## src/hw/rtl/pica_pkg.sv

```systemverilog
// ----------------------------------------------------------------------------
// PI controller package
// Shared types, constants, arithmetic helpers and the microcode program of the
// PI controller with clamping anti-windup.
// ----------------------------------------------------------------------------
package pica_pkg;

    localparam int FRAC_BITS    = 16;
    localparam int DT_FRAC_BITS = 16;
    localparam int Q_W          = 32;
    localparam int DT_W         = 16;
    localparam int STEP_W       = 4;
    localparam int CFG_IDX_W    = 8;

    localparam logic [CFG_IDX_W-1:0] REG_KP      = CFG_IDX_W'(0);
    localparam logic [CFG_IDX_W-1:0] REG_KI      = CFG_IDX_W'(1);
    localparam logic [CFG_IDX_W-1:0] REG_OUT_MIN = CFG_IDX_W'(2);
    localparam logic [CFG_IDX_W-1:0] REG_OUT_MAX = CFG_IDX_W'(3);

    localparam logic signed [Q_W-1:0] KP_RESET = 32'sd65536;
    localparam logic signed [Q_W-1:0] Q_MAX    = 32'sh7FFF_FFFF;
    localparam logic signed [Q_W-1:0] Q_MIN    = 32'sh8000_0000;

    localparam logic [STEP_W-1:0] STEP_FIRST = STEP_W'(0);
    localparam logic [STEP_W-1:0] STEP_DONE  = STEP_W'(10);

    typedef enum logic [3:0] {
        OP_NONE  = 4'd0,
        OP_ERR   = 4'd1,
        OP_MUL   = 4'd2,
        OP_PROP  = 4'd3,
        OP_GAIN  = 4'd4,
        OP_INTEG = 4'd5,
        OP_SUM   = 4'd6,
        OP_LIMIT = 4'd7,
        OP_BACK  = 4'd8
    } t_op;

    typedef enum logic {
        A_ERR  = 1'b0,
        A_GAIN = 1'b1
    } t_asel;

    typedef enum logic [1:0] {
        B_KP = 2'd0,
        B_KI = 2'd1,
        B_DT = 2'd2
    } t_bsel;

    typedef struct packed {
        t_op               op;
        t_asel             a_sel;
        t_bsel             b_sel;
        logic              jmp_nlim;
        logic [STEP_W-1:0] target;
        logic              last;
    } t_cword;

    // Datapath controls for the current step.
    typedef struct packed {
        logic  en;
        logic  load;
        t_op   op;
        t_asel a_sel;
        t_bsel b_sel;
    } t_ctrl;

    // Datapath flags that steer the program.
    typedef struct packed {
        logic lim;
    } t_status;

    // The control program: one word per step.
    function automatic t_cword ucode(input logic [STEP_W-1:0] step);
        t_cword cw;
        cw = '{op: OP_NONE, a_sel: A_ERR, b_sel: B_KP, jmp_nlim: 1'b0,
               target: STEP_FIRST, last: 1'b0};
        case (step)
            STEP_W'(0): cw.op = OP_ERR;
            STEP_W'(1): begin
                cw.op = OP_MUL; cw.a_sel = A_ERR; cw.b_sel = B_KP;
            end
            STEP_W'(2): cw.op = OP_PROP;
            STEP_W'(3): begin
                cw.op = OP_MUL; cw.a_sel = A_ERR; cw.b_sel = B_KI;
            end
            STEP_W'(4): cw.op = OP_GAIN;
            STEP_W'(5): begin
                cw.op = OP_MUL; cw.a_sel = A_GAIN; cw.b_sel = B_DT;
            end
            STEP_W'(6): cw.op = OP_INTEG;
            STEP_W'(7): cw.op = OP_SUM;
            STEP_W'(8): begin
                // Skip the back-calculation when the clamp left the sum alone.
                cw.op = OP_LIMIT; cw.jmp_nlim = 1'b1; cw.target = STEP_DONE;
            end
            STEP_W'(9): cw.op = OP_BACK;
            default:    cw.last = 1'b1;
        endcase
        return cw;
    endfunction

    function automatic logic signed [Q_W-1:0] sat64(input logic signed [63:0] x);
        logic signed [Q_W-1:0] r;
        if (x > 64'(Q_MAX)) begin
            r = Q_MAX;
        end else if (x < 64'(Q_MIN)) begin
            r = Q_MIN;
        end else begin
            r = x[Q_W-1:0];
        end
        return r;
    endfunction

    function automatic logic signed [Q_W-1:0] sat_add(input logic signed [Q_W-1:0] a,
                                                      input logic signed [Q_W-1:0] b,
                                                      input logic sub);
        logic signed [Q_W:0] s;
        logic signed [Q_W-1:0] r;
        if (sub) begin
            s = {a[Q_W-1], a} - {b[Q_W-1], b};
        end else begin
            s = {a[Q_W-1], a} + {b[Q_W-1], b};
        end
        if (s[Q_W] != s[Q_W-1]) begin
            r = s[Q_W] ? Q_MIN : Q_MAX;
        end else begin
            r = s[Q_W-1:0];
        end
        return r;
    endfunction

    // Raise to the lower limit first, then lower to the upper one.
    function automatic logic signed [Q_W-1:0] clamp(input logic signed [Q_W-1:0] v,
                                                    input logic signed [Q_W-1:0] lo,
                                                    input logic signed [Q_W-1:0] hi);
        logic signed [Q_W-1:0] r;
        r = (v < lo) ? lo : v;
        if (r > hi) begin
            r = hi;
        end
        return r;
    endfunction

endpackage

```

## src/hw/rtl/pi_controller_anti_windup.sv

```systemverilog
// ----------------------------------------------------------------------------
// PI controller with clamping anti-windup
// Top level: stream ports, configuration port and the output register.
// ----------------------------------------------------------------------------
// Usage
//   Each transfer on the slave stream is one control tick: measured value,
//   reference and time step in s_axis_tdata, the restart flag in s_axis_tuser.
//   Each tick gives exactly one transfer on the master stream: the clamped
//   drive in m_axis_tdata and the limited flag in m_axis_tuser.
//   The gains and output limits are written through the i_cfg_* port while no
//   tick is in progress; writes to indexes above 3 are ignored.
//   A tick runs through a ten-step microcode program on one shared 33 x 33
//   multiplier, one step per cycle, except that the last step waits for a
//   free output register; the integral is recalculated only when the clamp
//   acts. A new tick is taken only once the previous one has finished.
//   The result sits in an output register, so the next tick is accepted while
//   it waits; if the receiver stalls, the following tick halts at its last step
//   until the register is free.
//   Synchronous reset restores the register defaults (kp 1.0, ki 0, full-range
//   limits), clears the integral and empties the output register.
// ----------------------------------------------------------------------------
module pi_controller_anti_windup (
    input  logic                           i_clk,
    input  logic                           i_rst_n,
    input  logic                           i_cfg_we,
    input  logic [pica_pkg::CFG_IDX_W-1:0] i_cfg_idx,
    input  logic [pica_pkg::Q_W-1:0]       i_cfg_data,
    input  logic                           s_axis_tvalid,
    output logic                           s_axis_tready,
    // measured [31:0], reference [63:32], time_step [79:64]
    input  logic [79:0]                    s_axis_tdata,
    // restart [0]
    input  logic                           s_axis_tuser,
    output logic                           m_axis_tvalid,
    input  logic                           m_axis_tready,
    // drive [31:0]
    output logic [31:0]                    m_axis_tdata,
    // limited [0]
    output logic                           m_axis_tuser
);
    import pica_pkg::*;

    t_ctrl                 ctrl;
    t_status               status;
    logic                  out_load;
    logic signed [Q_W-1:0] drive;
    logic                  limited;

    logic                  r_out_valid;
    logic [Q_W-1:0]        r_out_drive;
    logic                  r_out_lim;

    pica_sequencer u_seq (
        .i_clk       (i_clk),
        .i_rst_n     (i_rst_n),
        .i_in_valid  (s_axis_tvalid),
        .o_in_ready  (s_axis_tready),
        .i_out_full  (r_out_valid),
        .i_out_ready (m_axis_tready),
        .i_status    (status),
        .o_ctrl      (ctrl),
        .o_out_load  (out_load)
    );

    pica_datapath u_dp (
        .i_clk       (i_clk),
        .i_rst_n     (i_rst_n),
        .i_cfg_we    (i_cfg_we),
        .i_cfg_idx   (i_cfg_idx),
        .i_cfg_data  (i_cfg_data),
        .i_measured  (s_axis_tdata[31:0]),
        .i_reference (s_axis_tdata[63:32]),
        .i_time_step (s_axis_tdata[79:64]),
        .i_restart   (s_axis_tuser),
        .i_ctrl      (ctrl),
        .o_status    (status),
        .o_drive     (drive),
        .o_limited   (limited)
    );

    always_ff @(posedge i_clk) begin
        if (!i_rst_n) begin
            r_out_valid <= 1'b0;
        end else if (out_load) begin
            r_out_valid <= 1'b1;
        end else if (m_axis_tready) begin
            r_out_valid <= 1'b0;
        end
    end

    always_ff @(posedge i_clk) begin
        if (out_load) begin
            r_out_drive <= drive;
            r_out_lim   <= limited;
        end
    end

    assign m_axis_tvalid = r_out_valid;
    assign m_axis_tdata  = r_out_drive;
    assign m_axis_tuser  = r_out_lim;

endmodule

```

## src/hw/rtl/pica_sequencer.sv

```systemverilog
// ----------------------------------------------------------------------------
// PI controller sequencer
// Step counter over the microcode program, with the conditional jump and the
// input and output handshakes.
// ----------------------------------------------------------------------------
module pica_sequencer (
    input  logic              i_clk,
    input  logic              i_rst_n,
    input  logic              i_in_valid,
    output logic              o_in_ready,
    input  logic              i_out_full,
    input  logic              i_out_ready,
    input  pica_pkg::t_status i_status,
    output pica_pkg::t_ctrl   o_ctrl,
    output logic              o_out_load
);
    import pica_pkg::*;

    typedef enum logic [1:0] {
        ST_IDLE = 2'b01,
        ST_RUN  = 2'b10
    } t_state;

    t_state            r_state, n_state;
    logic [STEP_W-1:0] r_step, n_step;
    t_cword            cw;
    logic              accept;
    logic              out_free;

    assign cw       = ucode(r_step);
    assign accept   = (r_state == ST_IDLE) && i_in_valid;
    assign out_free = !i_out_full || i_out_ready;

    assign o_in_ready = (r_state == ST_IDLE);
    assign o_out_load = (r_state == ST_RUN) && cw.last && out_free;

    always_comb begin
        o_ctrl.en    = (r_state == ST_RUN) && !cw.last;
        o_ctrl.load  = accept;
        o_ctrl.op    = cw.op;
        o_ctrl.a_sel = cw.a_sel;
        o_ctrl.b_sel = cw.b_sel;
    end

    always_comb begin
        n_state = r_state;
        n_step  = r_step;
        unique case (r_state)
            ST_IDLE: begin
                if (accept) begin
                    n_state = ST_RUN;
                    n_step  = STEP_FIRST;
                end
            end
            ST_RUN: begin
                if (cw.last) begin
                    // The last step waits until the output register can take the result.
                    if (out_free) begin
                        n_state = ST_IDLE;
                    end
                end else if (cw.jmp_nlim && !i_status.lim) begin
                    n_step = cw.target;
                end else begin
                    n_step = r_step + STEP_W'(1);
                end
            end
            default: begin
                n_state = ST_IDLE;
            end
        endcase
    end

    always_ff @(posedge i_clk) begin
        if (!i_rst_n) begin
            r_state <= ST_IDLE;
            r_step  <= STEP_FIRST;
        end else begin
            r_state <= n_state;
            r_step  <= n_step;
        end
    end

endmodule

```

## src/hw/rtl/pica_datapath.sv

```systemverilog
// ----------------------------------------------------------------------------
// PI controller datapath
// Configuration registers, operand latches, one shared multiplier and the
// saturating adder and clamp, each driven by the current control word.
// ----------------------------------------------------------------------------
module pica_datapath (
    input  logic                                i_clk,
    input  logic                                i_rst_n,
    input  logic                                i_cfg_we,
    input  logic [pica_pkg::CFG_IDX_W-1:0]      i_cfg_idx,
    input  logic [pica_pkg::Q_W-1:0]            i_cfg_data,
    input  logic signed [pica_pkg::Q_W-1:0]     i_measured,
    input  logic signed [pica_pkg::Q_W-1:0]     i_reference,
    input  logic [pica_pkg::DT_W-1:0]           i_time_step,
    input  logic                                i_restart,
    input  pica_pkg::t_ctrl                     i_ctrl,
    output pica_pkg::t_status                   o_status,
    output logic signed [pica_pkg::Q_W-1:0]     o_drive,
    output logic                                o_limited
);
    import pica_pkg::*;

    logic signed [Q_W-1:0]  r_kp, r_ki, r_out_min, r_out_max;
    logic signed [Q_W-1:0]  r_meas, r_ref;
    logic [DT_W-1:0]        r_dt;
    logic                   r_restart;
    logic signed [Q_W-1:0]  r_err, r_prop, r_gain, r_integ, r_sum, r_drive;
    logic                   r_lim;
    logic signed [63:0]     r_prod;

    logic signed [Q_W:0]    mul_a, mul_b;
    logic signed [2*Q_W+1:0] mul_p;
    logic signed [63:0]     sh_frac, sh_dt;
    logic signed [Q_W-1:0]  lim_v;

    always_comb begin
        mul_a = (i_ctrl.a_sel == A_GAIN) ? {r_gain[Q_W-1], r_gain} : {r_err[Q_W-1], r_err};
        case (i_ctrl.b_sel)
            B_KP:    mul_b = {r_kp[Q_W-1], r_kp};
            B_KI:    mul_b = {r_ki[Q_W-1], r_ki};
            B_DT:    mul_b = {(Q_W+1-DT_W)'(0), r_dt};
            default: mul_b = '0;
        endcase
    end

    // The true product always fits in 64 bits.
    assign mul_p   = mul_a * mul_b;
    assign sh_frac = r_prod >>> FRAC_BITS;
    assign sh_dt   = r_prod >>> DT_FRAC_BITS;
    assign lim_v   = clamp(r_sum, r_out_min, r_out_max);

    assign o_status.lim = (lim_v != r_sum);
    assign o_drive      = r_drive;
    assign o_limited    = r_lim;

    always_ff @(posedge i_clk) begin
        if (!i_rst_n) begin
            r_kp      <= KP_RESET;
            r_ki      <= '0;
            r_out_min <= Q_MIN;
            r_out_max <= Q_MAX;
        end else if (i_cfg_we) begin
            case (i_cfg_idx)
                REG_KP:      r_kp      <= i_cfg_data;
                REG_KI:      r_ki      <= i_cfg_data;
                REG_OUT_MIN: r_out_min <= i_cfg_data;
                REG_OUT_MAX: r_out_max <= i_cfg_data;
                default: ;
            endcase
        end
    end

    always_ff @(posedge i_clk) begin
        if (i_ctrl.load) begin
            r_meas    <= i_measured;
            r_ref     <= i_reference;
            r_dt      <= i_time_step;
            r_restart <= i_restart;
        end
    end

    always_ff @(posedge i_clk) begin
        if (!i_rst_n) begin
            r_integ <= '0;
        end else if (i_ctrl.en) begin
            case (i_ctrl.op)
                OP_ERR:   if (r_restart) r_integ <= '0;
                OP_INTEG: r_integ <= sat_add(r_integ, sh_dt[Q_W-1:0], 1'b0);
                OP_BACK:  r_integ <= sat_add(r_drive, r_prop, 1'b1);
                default: ;
            endcase
        end
    end

    always_ff @(posedge i_clk) begin
        if (i_ctrl.en) begin
            unique case (i_ctrl.op)
                OP_NONE:  ;
                OP_ERR:   r_err  <= sat_add(r_ref, r_meas, 1'b1);
                OP_MUL:   r_prod <= mul_p[63:0];
                OP_PROP:  r_prop <= clamp(sat64(sh_frac), r_out_min, r_out_max);
                OP_GAIN:  r_gain <= sat64(sh_frac);
                OP_INTEG: ;
                OP_SUM:   r_sum  <= sat_add(r_prop, r_integ, 1'b0);
                OP_LIMIT: begin
                    r_drive <= lim_v;
                    r_lim   <= o_status.lim;
                end
                OP_BACK:  ;
                default: ;
            endcase
        end
    end

endmodule
```

## config.mk

```make
export PLATFORM = sky130hd
export DESIGN_NAME = pi_controller_anti_windup
export DESIGN_NICKNAME = d
export VERILOG_FILES = /design/src/hw/rtl/pica_pkg.sv /design/src/hw/rtl/pi_controller_anti_windup.sv /design/src/hw/rtl/pica_sequencer.sv /design/src/hw/rtl/pica_datapath.sv
export SDC_FILE = /design/constraint.sdc
export NUM_CORES = 2
export LEC_CHECK = 0
export ABC_AREA = 0
export CAP_MARGIN = 30
export CORE_MARGIN = 5
export CORE_UTILIZATION = 50
export DETAILED_ROUTE_END_ITERATION = 16
export DONT_BUFFER_PORTS = 1
export PLACE_DENSITY_LB_ADDON = 0.05
export SETUP_SLACK_MARGIN = 0.5
export SLEW_MARGIN = 20
export SYNTH_ARGS = -nofsm -noshare
export SYNTH_HDL_FRONTEND = slang
export SYNTH_SLANG_ARGS = --single-unit
```

## constraint.sdc

```tcl
create_clock -name i_clk -period 10.9 [get_ports i_clk]
set_clock_uncertainty 0.15 [all_clocks]
set_input_delay 1.09 -clock i_clk [delete_from_list [all_inputs] [get_ports i_clk]]
set_output_delay 1.09 -clock i_clk [all_outputs]
set_load 0.05 [all_outputs]
```

## Yosys cells after proc, flatten, opt, wreduce, memory -nomap -nowiden

Index checks and enable logic that the tools add are counted.
W data, S select, Z words.

- Memories: 0
- Bits in latches: 0
- Register bits: 506
- ROM bits: 0
- RAM bits: 0

- Div/mod/pow operators: 0
- Multipliers: 1
- Eq/ne operators: 34
- Mux-type cells: 44
- Bitwise logic cells: 0
- Shift operators: 0
- Order comparisons: 6
- Reductions and logical operators: 29
- $add $sub $neg: 5

Operators by type and width:

| operator | number |
|---|---|
| $mux W32 | 17 |
| $mux W33 | 11 |
| $pmux W33 S3 | 1 |
| $pmux W32 S3 | 1 |
| $add A32 B32 Y33 | 2 |
| $sub A32 B32 Y33 | 2 |
| $gt A32 B32 Y1 | 2 |
| $lt A32 B32 Y1 | 2 |
| $mul A33 B33 Y64 | 1 |
| $gt A48 B32 Y1 const B | 1 |
| $lt A48 B32 Y1 const B | 1 |
| $eq A4 B3 Y1 const B | 8 |
| $ne A32 B32 Y1 | 1 |
| $pmux W4 S8 | 1 |
| $reduce_and A2 Y1 | 10 |
| $eq A4 B2 Y1 const B | 4 |
| $eq A8 B2 Y1 const B | 2 |
| $eq A4 B4 Y1 const B | 3 |
| $mux W4 | 3 |
| $reduce_or A10 Y1 | 1 |
| $reduce_and A3 Y1 | 3 |
| $eq A4 B1 Y1 const B | 2 |
| $eq A8 B1 Y1 const B | 1 |
| $logic_not A8 Y1 | 1 |
| other kinds (20) | 38 |

## Longest topological paths before layout

- Depth in word-level cells: 10
- Gate-level depth with buffers: 37

## Hierarchy

A second synthesis with hierarchy kept.

- Cell total of the unflattened synthesis: 7003
- Area total of the unflattened synthesis: 65813.1 um^2

Modules (own cells, without submodules):

| module | area an instance (um^2) | seq. area each (um^2) | cells an instance | instances |
|---|---|---|---|---|
| pica_datapath | 64306.7 | 11911.4 | 6909 | 1 |
| pi_controller_anti_windup | 1032.2 | 1011.0 | 36 | 1 |
| pica_sequencer | 474.2 | 120.1 | 58 | 1 |

## Worst setup path before layout

OpenSTA, ideal clock, no wires.

- Kind: register to register
- Start: reg u_seq.r_step[1]
- End: reg u_dp.r_prod[62], data pin
- Buffers on the path: 4
- Slack: 1.115 ns
- Data arrival time: 9.378 ns
- Cell stages (with the launch flop): 35
- Clock period less this slack: 9.785 ns
- Data required time: 10.492 ns
- Cells stage by stage: dfxtp_1 > inv_1 > ha_1 > nand3b_1 > clkbuf_1 > buf_1 > clkbuf_1 > nand2_1 > nand2_1 > clkbuf_1 > nand2_1 > fa_1 > fa_1 > inv_1 > fa_1 > inv_1 > fa_1 > inv_1 > fa_1 > fa_1 > fa_1 > inv_1 > fa_1 > inv_1 > ha_1 > a21o_1 > a21oi_1 > o21bai_1 > a21o_1 > a21o_1 > a21o_1 > a21o_1 > o31a_1 > nor2_1 > xnor2_1

- Word-level cells in the longest chain between the ends: 5
- Elaborated cells on any way between the ends: 9
- Those cells by class: mul (1); eq/ne (4); mux (3); reduce/logical (1)

Ends and longest elaborated chain:

| element | RTL line | text |
|---|---|---|
| start, declared | pica_sequencer.sv:25 | `logic [STEP_W-1:0] r_step, n_step;` |
| start signal, assigned | pica_sequencer.sv:79 | `r_step <= n_step;` |
| $eq A4 B3 Y1 or $eq A4 B2 Y1 (tied branches) | pica_pkg.sv:78 | `case (step)` |
| $pmux W3 S2 (*) | pica_pkg.sv:78 |  |
| $eq A2 B2 Y1 (tied with other cells) | pica_datapath.sv:38 | `case (i_ctrl.b_sel)` |
| $pmux W33 S3 | pica_datapath.sv:38 |  |
| $mul A33 B33 Y64 (*) | pica_datapath.sv:47 | `assign mul_p = mul_a * mul_b;` |
| net u_dp.mul_p[62] | pica_datapath.sv:32 | `logic signed [2*Q_W+1:0] mul_p;` |
| end signal, assigned | pica_datapath.sv:100 | `OP_MUL: r_prod <= mul_p[63:0];` |
| end, declared | pica_datapath.sv:29 | `logic signed [63:0] r_prod;` |

The timed path passes the listed nets; every way through them passes the cells marked *.
A chain may end at the register's enable or synchronous reset.

## Final worst setup path

- Start: reg u_seq.r_step[0]
- End: reg u_dp.r_prod[39], data pin

Same word-level chain as after synthesis.

==> run metrics <==
Worst-Skew Late Latency=approximately 660 ps; number of routed nets with antenna violations=0; fin crit period=10050 ps; total wire length=between 200000 and 250000 µm; critical path endpoint category=register; Yosys top cell area share=approximately a third; Met3 Wirelength=25700 µm; drt pass-1 iters=6; Pwr Density=approximately 63 nW/µm²; clk sinks=490; Placed Area=69200 µm²; gpl congestion=0.999; Post-synth EDFFs=323; Cell Area, Synth=between 60000 and 70000 µm²; Largest stage delay, worst path=580 ps; Final Util=54.4%; Avg Cell Area, Syn=9.38 µm²; top cells by area, synth=fa_1 (34%), edfxtp_1 (15%), ha_1 (8.8%); CP Max Fanout=29; share of layout cells above drive strength 1=under 10%; io pins=between 150 and 200; Area Overhead vs Synth=8.09%; cell count after synthesis=between 7000 and 8000; critical path class=reg -> reg; Avg WL per Cell=~27 µm; maximum VDD drop=~0.15 mV; Max Root-Sink Buffers=3; CORE AREA=around 130000 µm²; Slew HR=25.6%; met2 WL=~100000 µm; GRT overflow=0; Startpoint Class=register; Worst path slowest cell=fa_1; CP arrival=10260 ps; top layer in use=met5; M1 WL=98900 µm; nets@finish=8734; final setup vio count=0; site row count=133; port buffer count=0; Final Cycle Share=92.2%; Worst-path clk slew=70 ps; vias in the first global route=51400; hold_ws=273 ps; design area=between 70000 and 80000 µm²; first-pass GRT wire length=348000 µm; Chip Height=~370 µm; count of different cell masters after synthesis=around 110; die area=between 100000 and 150000 µm²; # hold bufs at CTS=0; Async SR Flop Fraction=0%; CP Buf/Inv Count=7; most numerous cell in the Yosys netlist=inv_1; Least-Margin Pin Slew=roughly 1100 ps; DR vias=around 51000; initial drt markers=4839; H-tree Lvls=2; pin count of the biggest net entering global routing=97; Die Wd=374 µm; All-Layer GR Usage=33.7%; initial antenna violation count=27; Crit path required time=11100 ps; syn_nets=8754; yosys warns=0; CP top delay family=adder cells; dpl hpwl=197000 µm; Max-Cap Viols=0; cts bufs inserted=54; Vias/cell=5.77; Hold Fails Final Rpt=0; top cells by count, synth=inv_1 (1319), fa_1 (1108), nand2_1 (867); worst hold path type=reg -> reg; Static Leak=0.0334 µW; post-synthesis sequential area ratio=19.7%; Top FF cell, synth=edfxtp_1; most frequent CP cell=fa_1; initial core utilization=50.3%; area leader, netlist=fa_1; f_max=99.5 MHz; Root Buffer=clkbuf_16; Slew Limit Fails=0; number of remaining DRC errors=0; Fill cells=around 12000; flops & latches, synth=490; Final TNS setup=0 ps; status=completed; CTS tree=built; RSZ-0062 raised after global routing=false
## routing by layer
metal / vias up / global-route usage [%]
met5: - / 0
met4: 12 / 10.2
met3: 407 / 8.70
met2: 2246 / 51.2
met1: 25900 / 47.8
li1: 22400 / -
## stage by stage
stage,power [µW],cells,setup slack [ps]
2_1_floorplan,2370,7055,1110
3_3_place_gp,2540,8709,609
3_5_place_dp,2540,8715,535
4_1_cts,4560,8815,520
5_1_grt,4690,8834,511
6_report,4540,8842,847
## registers in the layout, indices dropped and copies added, names as in the netlist, 16 cells and up
signal and cells:
u_dp.r_ref 32, u_dp.r_prod 48, u_dp.r_out_max 32, m_axis_tdata 32, u_dp.r_ki 32, u_dp.r_gain 32
u_dp.r_dt 16, u_dp.r_prop 32, u_dp.r_out_min 32, u_dp.r_integ 32, u_dp.r_sum 32, u_dp.r_meas 32
u_dp.o_drive 32, u_dp.r_err 32, u_dp.r_kp 32
## report_power, final
group	total, µW	internal [µW]	switching (µW)
clock	2030	1180	851
sequential	2040	2010	25.8
combinational	470	163	307
## repair_timing
action | in CTS | in global routing
pin swaps | 0 | 4
setup buffers | 0 | 14
setup endpoints to repair | 1 | 15
resized for setup | 1 | 23
gates cloned | 0 | 1
## logic make-up (layout without fill, tap and decap cells)
logic type / count (synthesis) / in the layout / share of synthesized area [%]
other: 0 / 8 / 0
DFF: 490 / 490 / 19.7
AOI/OAI and AO/OA: 1013 / 1014 / 10.3
adders and majority gates: 1592 / 1592 / 42.6
muxes: 162 / 162 / 2.69
and+or+nand+nor: 1943 / 1943 / 12.3
xor gates and xnor gates: 233 / 233 / 3.10
buffers and inverters: 1622 / 1645 / 9.29
## cells in the final DEF, fill, tap and decap left out, types with 28 or more instances in the layout
cell / netlist / layout
xor2_1: 107 / 107
nor3_1: 31 / 29
ha_1: 465 / 464
o21a_1: 34 / 34
fa_1: 1108 / 1108
nand2b_1: 31 / 31
o211ai_1: 50 / 50
clkbuf_16: 0 / 56
nand4_1: 47 / 47
nor2_1: 734 / 731
nand2_1: 867 / 866
or2_2: 29 / 29
nand3_1: 52 / 52
and3_1: 29 / 28
dfxtp_1: 167 / 167
o21ai_1: 33 / 33
a21o_1: 158 / 158
o21ai_0: 103 / 102
buf_4: 6 / 203
mux2_2: 107 / 107
a31oi_1: 34 / 33
nor2b_1: 33 / 32
a21oi_1: 339 / 333
xnor2_1: 125 / 125
inv_1: 1319 / 1317
edfxtp_1: 323 / 323
## final timing paths
path	slack, ps	cells after the start	endpoint	from
worst max register to register	850	30	u_dp.r_prod[39]	u_seq.r_step[0]
worst min register to register	270	0	m_axis_tuser	u_dp.o_limited
worst min-delay path	270	0	m_axis_tuser	u_dp.o_limited
worst max-delay path	850	30	u_dp.r_prod[39]	u_seq.r_step[0]
## worst register-to-register path: cells and delay by family, from the launching register on
family	cells	cell delay, ps
flops	1	430
mux	1	490
compound gates	9	2430
simple gates	2	500
fa+ha+maj	10	4390
buf+inv	7	1130
xor+xnor	1	200
## area by class of cell
cell class	instances	area, µm²	area share [%]
tap	1755	2200	3.07
multi-input combinational	4944	47400	66.4
antenna	8	20.0	0.0280
sequential	490	13000	18.2
timing repair buffer	223	1880	2.62
inverter	1322	4970	6.95
clock buffer	60	1390	1.95
clock inverter	40	556	0.777
Power figures use the tool's default switching activity.
